## src/rtl/chtbl_pkg.sv

```systemverilog
// ----------------------------------------------------------------------------
// chtbl_pkg
// Shared sizes, codes and word types of the chained hash table.
// ----------------------------------------------------------------------------
package chtbl_pkg;

    localparam int BUCKETS   = 1024;
    localparam int NODES     = 1024;

    localparam int OP_W      = 2;
    localparam int KEY_W     = 31;
    localparam int STAT_W    = 2;
    localparam int OUT_BKT_W = 10;

    localparam int BKT_W     = $clog2(BUCKETS);
    localparam int NODE_W    = $clog2(NODES);
    // node pointer: one extra bit, set only in the null code
    localparam int PTR_W     = NODE_W + 1;
    localparam logic [PTR_W-1:0] NIL_PTR = {1'b1, {NODE_W{1'b0}}};

    localparam int CLR_N     = (BUCKETS > NODES) ? BUCKETS : NODES;
    localparam int CLR_W     = $clog2(CLR_N);

    localparam bit BKT_POW2  = ((BUCKETS & (BUCKETS - 1)) == 0);

    // key reduction for other bucket counts: multiply, scale back, subtract
    localparam int MOD_STEPS = 3;
    localparam int MOD_CNT_W = $clog2(MOD_STEPS);
    localparam int RCP_SH    = KEY_W + BKT_W;
    localparam int RCP_W     = KEY_W + 1;
    localparam int PROD_W    = KEY_W + RCP_W;
    localparam logic [63:0] RCP_NUM = (64'd1 << RCP_SH) + 64'(BUCKETS) - 64'd1;
    localparam logic [RCP_W-1:0] RCP_MUL = RCP_W'(RCP_NUM / 64'(BUCKETS));

    typedef enum logic [OP_W-1:0] {
        OP_INSERT = 2'd0,
        OP_SEARCH = 2'd1,
        OP_REMOVE = 2'd2
    } op_t;

    typedef enum logic [STAT_W-1:0] {
        STAT_OK        = 2'd0,
        STAT_NOT_FOUND = 2'd1,
        STAT_FULL      = 2'd2
    } status_t;

    typedef enum logic [3:0] {
        S_CLEAR,
        S_IDLE,
        S_MOD,
        S_INS_RD,
        S_INS_WR,
        S_LOOK_RD,
        S_LOOK_LD,
        S_NODE_RD,
        S_NODE_CHK,
        S_UNLINK,
        S_FREE,
        S_DONE
    } state_t;

    typedef struct packed {
        logic [OP_W-1:0]  operation;
        logic [KEY_W-1:0] key;
    } req_word_t;

    typedef struct packed {
        logic [STAT_W-1:0]    status;
        logic [OUT_BKT_W-1:0] bucket;
    } rsp_word_t;

    typedef struct packed {
        logic              clr_step;
        logic              accept;
        logic              mod_step;
        logic              ins_rd;
        logic              ins_wr;
        logic              look_ld;
        logic              node_adv;
        logic              hold_link;
        logic              unlink;
        logic              free_node;
        logic              set_status;
        logic [STAT_W-1:0] status;
        logic              load_out;
    } cmd_t;

    typedef struct packed {
        logic            clr_last;
        logic            mod_done;
        logic [OP_W-1:0] op;
        logic            free_empty;
        logic            cur_end;
        logic            key_match;
        logic            out_free;
    } sts_t;

endpackage

```

## src/rtl/chtbl_ctrl.sv

```systemverilog
// ----------------------------------------------------------------------------
// chtbl_ctrl
// Sequencer: clearing pass, bucket reduction, chain walk and list updates.
// ----------------------------------------------------------------------------
module chtbl_ctrl (
    input  logic              clk,
    input  logic              rst_n,
    input  logic              req_valid,
    output logic              req_stall,
    input  chtbl_pkg::sts_t   sts,
    output chtbl_pkg::cmd_t   cmd
);

    chtbl_pkg::state_t state_reg;
    chtbl_pkg::state_t state_next;

    always_ff @(posedge clk or negedge rst_n)
    begin
        if (!rst_n)
        begin
            state_reg <= chtbl_pkg::S_CLEAR;
        end
        else
        begin
            state_reg <= state_next;
        end
    end

    always_comb
    begin
        state_next = state_reg;
        cmd        = '0;
        req_stall  = 1'b1;
        unique case (state_reg)
            chtbl_pkg::S_CLEAR:
            begin
                cmd.clr_step = 1'b1;
                if (sts.clr_last)
                begin
                    state_next = chtbl_pkg::S_IDLE;
                end
            end
            chtbl_pkg::S_IDLE:
            begin
                req_stall = 1'b0;
                if (req_valid)
                begin
                    cmd.accept = 1'b1;
                    state_next = chtbl_pkg::S_MOD;
                end
            end
            chtbl_pkg::S_MOD:
            begin
                cmd.mod_step = 1'b1;
                if (sts.mod_done)
                begin
                    priority if (sts.op == chtbl_pkg::OP_INSERT)
                    begin
                        if (sts.free_empty)
                        begin
                            cmd.set_status = 1'b1;
                            cmd.status     = chtbl_pkg::STAT_FULL;
                            state_next     = chtbl_pkg::S_DONE;
                        end
                        else
                        begin
                            state_next = chtbl_pkg::S_INS_RD;
                        end
                    end
                    else if (sts.op == chtbl_pkg::OP_SEARCH ||
                             sts.op == chtbl_pkg::OP_REMOVE)
                    begin
                        state_next = chtbl_pkg::S_LOOK_RD;
                    end
                    else
                    begin
                        // unused code: report not found, touch nothing
                        cmd.set_status = 1'b1;
                        cmd.status     = chtbl_pkg::STAT_NOT_FOUND;
                        state_next     = chtbl_pkg::S_DONE;
                    end
                end
            end
            chtbl_pkg::S_INS_RD:
            begin
                cmd.ins_rd = 1'b1;
                state_next = chtbl_pkg::S_INS_WR;
            end
            chtbl_pkg::S_INS_WR:
            begin
                cmd.ins_wr     = 1'b1;
                cmd.set_status = 1'b1;
                cmd.status     = chtbl_pkg::STAT_OK;
                state_next     = chtbl_pkg::S_DONE;
            end
            chtbl_pkg::S_LOOK_RD:
            begin
                state_next = chtbl_pkg::S_LOOK_LD;
            end
            chtbl_pkg::S_LOOK_LD:
            begin
                cmd.look_ld = 1'b1;
                state_next  = chtbl_pkg::S_NODE_RD;
            end
            chtbl_pkg::S_NODE_RD:
            begin
                if (sts.cur_end)
                begin
                    cmd.set_status = 1'b1;
                    cmd.status     = chtbl_pkg::STAT_NOT_FOUND;
                    state_next     = chtbl_pkg::S_DONE;
                end
                else
                begin
                    state_next = chtbl_pkg::S_NODE_CHK;
                end
            end
            chtbl_pkg::S_NODE_CHK:
            begin
                if (sts.key_match)
                begin
                    if (sts.op == chtbl_pkg::OP_REMOVE)
                    begin
                        cmd.hold_link = 1'b1;
                        state_next    = chtbl_pkg::S_UNLINK;
                    end
                    else
                    begin
                        cmd.set_status = 1'b1;
                        cmd.status     = chtbl_pkg::STAT_OK;
                        state_next     = chtbl_pkg::S_DONE;
                    end
                end
                else
                begin
                    cmd.node_adv = 1'b1;
                    state_next   = chtbl_pkg::S_NODE_RD;
                end
            end
            chtbl_pkg::S_UNLINK:
            begin
                cmd.unlink = 1'b1;
                state_next = chtbl_pkg::S_FREE;
            end
            chtbl_pkg::S_FREE:
            begin
                cmd.free_node  = 1'b1;
                cmd.set_status = 1'b1;
                cmd.status     = chtbl_pkg::STAT_OK;
                state_next     = chtbl_pkg::S_DONE;
            end
            chtbl_pkg::S_DONE:
            begin
                // hold until the output word slot frees up
                if (sts.out_free)
                begin
                    cmd.load_out = 1'b1;
                    state_next   = chtbl_pkg::S_IDLE;
                end
            end
            default:
            begin
                state_next = chtbl_pkg::S_CLEAR;
            end
        endcase
    end

endmodule

```

## config.mk

```make
export PLATFORM = sky130hd
export DESIGN_NAME = chtbl_ctrl
export DESIGN_NICKNAME = d
export VERILOG_FILES = /design/src/rtl/chtbl_pkg.sv /design/src/rtl/chtbl_ctrl.sv
export SDC_FILE = /design/constraint.sdc
export NUM_CORES = 1
export LEC_CHECK = 0
export BUFFER_PORTS_ARGS = -buffer_cell sky130_fd_sc_hd__clkbuf_2
export CAP_MARGIN = 20
export CORE_AREA = 2 2 39 41
export CTS_BUF_LIST = sky130_fd_sc_hd__clkbuf_2
export DETAILED_ROUTE_END_ITERATION = 8
export DIE_AREA = 0 0 41 43
export GPL_TIMING_DRIVEN = 0
export MAX_ROUTING_LAYER = met4
export PLACE_DENSITY = 0.74
export SYNTH_ARGS = -nofsm -noshare
export SYNTH_HDL_FRONTEND = slang
export SYNTH_SLANG_ARGS = --single-unit
```

## constraint.sdc

```tcl
create_clock -name clk -period 1.8 [get_ports clk]
set_input_delay 0 -clock clk [delete_from_list [all_inputs] [get_ports clk]]
set_output_delay 0 -clock clk [all_outputs]
set_load 0.05 [all_outputs]
```

Word-level counts from Yosys, hierarchy flattened
Index checks and enable logic that the tools add are counted.
- multiplexer cells: 35
- eq/ne operators: 17
- reductions and logical operators: 5
- operator list (kind ; number):
    4-bit one-hot mux with 11 select lines ; 1
    4-bit 2-to-1 mux ; 8
    3-bit 2-to-1 mux ; 7
    4-bit by 3-bit equality test with 1-bit output, second input constant ; 4
    4-bit equality test, second input constant ; 4
    1-bit 2-to-1 mux ; 15
    3-bit one-hot mux with 4 select lines ; 1
    4-bit by 2-bit equality test with 1-bit output, second input constant ; 2
    2-bit != test, second input constant ; 4
    2-bit 2-to-1 mux ; 3
    4-bit by 1-bit equality test with 1-bit output, second input constant ; 1
    4-bit zero test ; 1
    4-bit AND reduction ; 1
    2-bit by 1-bit equality test with 1-bit output, second input constant ; 1
    2-bit equality test, second input constant ; 1
    2-bit zero test ; 1
    2-bit OR reduction ; 1
    1-bit logical OR ; 1
- word-level logic and storage cells: 58
- register bits: 4
- output and inout port bits: 15

Longest topological paths before layout
- depth after elaboration: 6
- gate-level depth with buffers: 6
- depth with buffers taken out: 6

Worst setup path before layout
No wires, ideal clock.
- path type: flip-flop to output port
- start: register state_reg[0]
- end: output cmd[3] (netlist bit)
- buffers on the path: 1
- data arrival time: 2.696 ns
- path slack: -0.896 ns
- cell stages (with the launch flop): 6
- cells stage by stage: dfrtp_1 buf_2 nand2b_1 nor3_1 nand2_1 o21ai_1
- RTL lines (what ; line ; RTL):
    start: declaration ; chtbl_ctrl.sv:14 ; chtbl_pkg::state_t state_reg;
    start signal: assignment ; chtbl_ctrl.sv:21 ; state_reg <= chtbl_pkg::S_CLEAR;
    start signal: assignment ; chtbl_ctrl.sv:25 ; state_reg <= state_next;
    end: declaration ; chtbl_ctrl.sv:11 ; output chtbl_pkg::cmd_t cmd

==> summary.txt <==
==============================================================================
Run status ......................................................    completed
Most frequent CP cell ...........................................       and3_1
Final RePlAce weighted congestion ...............................        0.868
Leak Pwr ........................................................  0.000391 uW
Port bufs .......................................................           25
Largest net degree at the start of global routing ...............           11
Launch point of the worst path .................................. state_reg[3]
Max Fanout on Critical Path .....................................           10
# DRC ...........................................................            0
GR Util All Layers ..............................................        22.1%
Top area cells in the synthesized netlist ....................... dfrtp_1 (18%), ha_1 (6.6%), nand2b_1 (5.5%)
Final hold violation count ......................................            0
Layout net count ................................................          129
Dominant cell type by area after synthesis ......................      dfrtp_1
Flip-flop and latch count after synthesis .......................            4
Final setup viols ...............................................            0
Crit path launch type ...........................................         flop
Data arrival time of the worst path .............................      1740 ps
Number of global-route vias before repair .......................          643
Post-route antenna net violation count ..........................            0
Pins Over Slew Limit ............................................            0
Detailed Route Iter0 Violations .................................           20
Power density over the cells .................................... 1940 mW/mm^2
CTS H-tree depth ................................................            1
Cell depth of the worst flop-to-flop path .......................            5
Die H ...........................................................   43 microns
Finished Core Util ..............................................        54.7%
Most common cell after layout, fill and taps aside ..............     clkbuf_2
Unrepaired setup endpoints after global routing .................         true
Reg2Reg Capture Point ........................................... state_reg[2]
Bufs on Longest Clock Path ......................................            2
Mapped Cells ....................................................           85
CP max-delay cell ...............................................      dfrtp_1
Antenna violations before repair ................................            0
Pre-antenna DRT Iters ...........................................            4
Path type of the worst setup path ............................... flop to output pin
Leftover overflow at the end of global routing ..................            0
Shortest period the worst path allows ...........................      1740 ps
Beginning of the worst register-to-register path ................ state_reg[1]
Global-route wire length before repair .......................... 2700 microns
Setup slack of the worst register-to-register path ..............       320 ps
Synthesized net count ...........................................           99
Mapped Avg Cell Area ............................................   6.73 sq um
WL final ........................................................ 1710 microns
Worst-skew pair later-pin latency ...............................       200 ps
Root Buffer Master ..............................................     clkbuf_2
HPWL after detailed placement ................................... 1320 microns
Die width .......................................................   41 microns
Worst hold-check slack ..........................................      94.5 ps
Number of top-level design ports ................................           26
Vias ............................................................          715
Fmax ............................................................      574 MHz
TritonCTS clock tree ............................................          yes
Clock-pin transition on the worst setup and hold timing paths ...        40 ps
Count of synthesis-stage warnings from yosys ....................            0
Via count normalized by instance count ..........................         5.54
Clock sinks .....................................................            4
Number of rows in the core area .................................           14
Headroom to the max-slew limit ..................................        78.3%
Antenna diode count .............................................            0
Worst-case clock skew ...........................................     0.762 ps
Die area ........................................................ 0.00176 sq mm
Proportion of layout cells with a drive suffix above 1 ..........        36.3%
Post-synthesis instance area ....................................    572 sq um
Worst hold path type ............................................ primary input to flop
Fin Setup TNS ...................................................         0 ps
Proportion of netlist area held by the largest area contributor .        17.5%
Number of violations of the max-capacitance limit ...............            0
Cells along the critical path ................................... buf_2 > nor2_1 > and3_1 > and3_1 > clkbuf_2
CTS buffer count ................................................            3
Seq/Total Area, Yosys ...........................................        17.5%
Top library cells by usage in the layout, fill and taps aside ... clkbuf_2 (28), nand2_1 (7), nor2_1 (6), a21oi_1 (6)
Initial cell density of the core ................................        41.3%
Data required time of the critical path .........................      1800 ps
Crit path capture type ..........................................   output pin
Core area ....................................................... 0.00138 sq mm
Largest vdd supply drop .........................................      1.08 mV
Final period utilization ........................................        96.9%
Delay of the slowest cell on the worst path .....................       420 ps
Wirelength per Cell ............................................. 13.3 microns
Count of unique library cells instantiated by Yosys .............           30
Tightest Pin Transition .........................................       326 ps
Critical Path End ...............................................       cmd[2]
Number of flip-flops under the largest register name ............            4
Area growth, synth to finish ....................................        32.4%
==============================================================================
## per-stage QoR
step           power (uW)  std cells  setup slack (ps)  instance area (sq um)
2_1_floorplan        1110         85              -445                    582
4_1_cts              1440        129              22.9                    748
3_5_place_dp         1350        126               237                    727
3_3_place_gp         1340        126               278                    727
5_1_grt              1580        129             -55.6                    757
6_report             1470        129              56.6                    757
## per-layer routing
layer / track usage, % / wire (microns) / part of all wire (%) / up-vias
met4: 6.00 / 0 / 0 / 0
met3: 2.09 / 107 / 6.2 / 0
li1: - / - / - / 364
met1: 27.5 / 802 / 47 / 322
met5: - / 0 / 0 / -
met2: 36.3 / 803 / 47 / 29
## cells by family (layout without fill, tap and decap cells)
logic type | count (synthesis) | count (layout) | share of synthesized area (%)
simple gates | 39 | 39 | 36.3
compound gates | 25 | 25 | 28.2
flops | 4 | 4 | 17.5
buf+inv | 13 | 41 | 9.63
mux | 1 | 1 | 1.75
fa+ha+maj | 3 | 3 | 6.57
## worst max-delay path, delay by kind of cell (launching register included)
kind | cells | cell delay [ps]
buffers and inverters | 2 | 470
and+or+nand+nor | 3 | 650
DFF | 1 | 420
## timing repair
action                                 4_1_cts  5_1_grt
setup endpoints to repair                    1        3
hold buffers                                 1        0
buffers inserted                             0        0
endpoints found under the hold margin        4        0
resized for setup                            0        5
## power by group
part | internal (uW) | switching [uW]
combinational | 370 | 826
clock | 44.8 | 35.5
sequential | 138 | 52.2
total | 552 | 913
## final cells by class
| type | instances | area, sq um |
|---|---|---|
| flip-flops and latches | 4 | 100 |
| multi-input cells | 68 | 429 |
| clock buffers | 3 | 15.0 |
| plain buffers | 6 | 32.5 |
| well taps | 16 | 20.0 |
| fillers | 155 | 627 |
| repair buffers | 26 | 138 |
| inverters | 6 | 22.5 |
## worst min-delay path by stage
stage	startpoint	endpoint	slack, ps	depth (start not counted)
floorplan	rst_n	state_reg[0]	-300	0
global placement	rst_n	state_reg[2]	-190	1
detailed placement	rst_n	state_reg[1]	-190	1
CTS	sts[0]	state_reg[3]	90	3
global route	sts[0]	state_reg[3]	120	3
finish	sts[0]	state_reg[3]	90	3
## synthesized netlist by cell type
library cell	n
or3_1	1
o21ai_0	4
and3b_1	1
a31oi_1	1
nand2b_1	5
nand2_1	7
a22o_1	2
nor3_1	6
o21bai_1	1
nand3_1	3
nor2_1	6
buf_1	1
ha_1	3
inv_2	2
nor2b_1	3
buf_2	5
a22oi_1	2
o22ai_1	1
a311oi_2	1
nor4_1	3
and3_1	3
mux2i_1	1
o31ai_1	2
clkbuf_1	1
a21oi_1	6
inv_1	4
dfrtp_1	4
or4_4	1
o21ai_1	4
a211o_1	1
(Power assumes the default switching activity.)
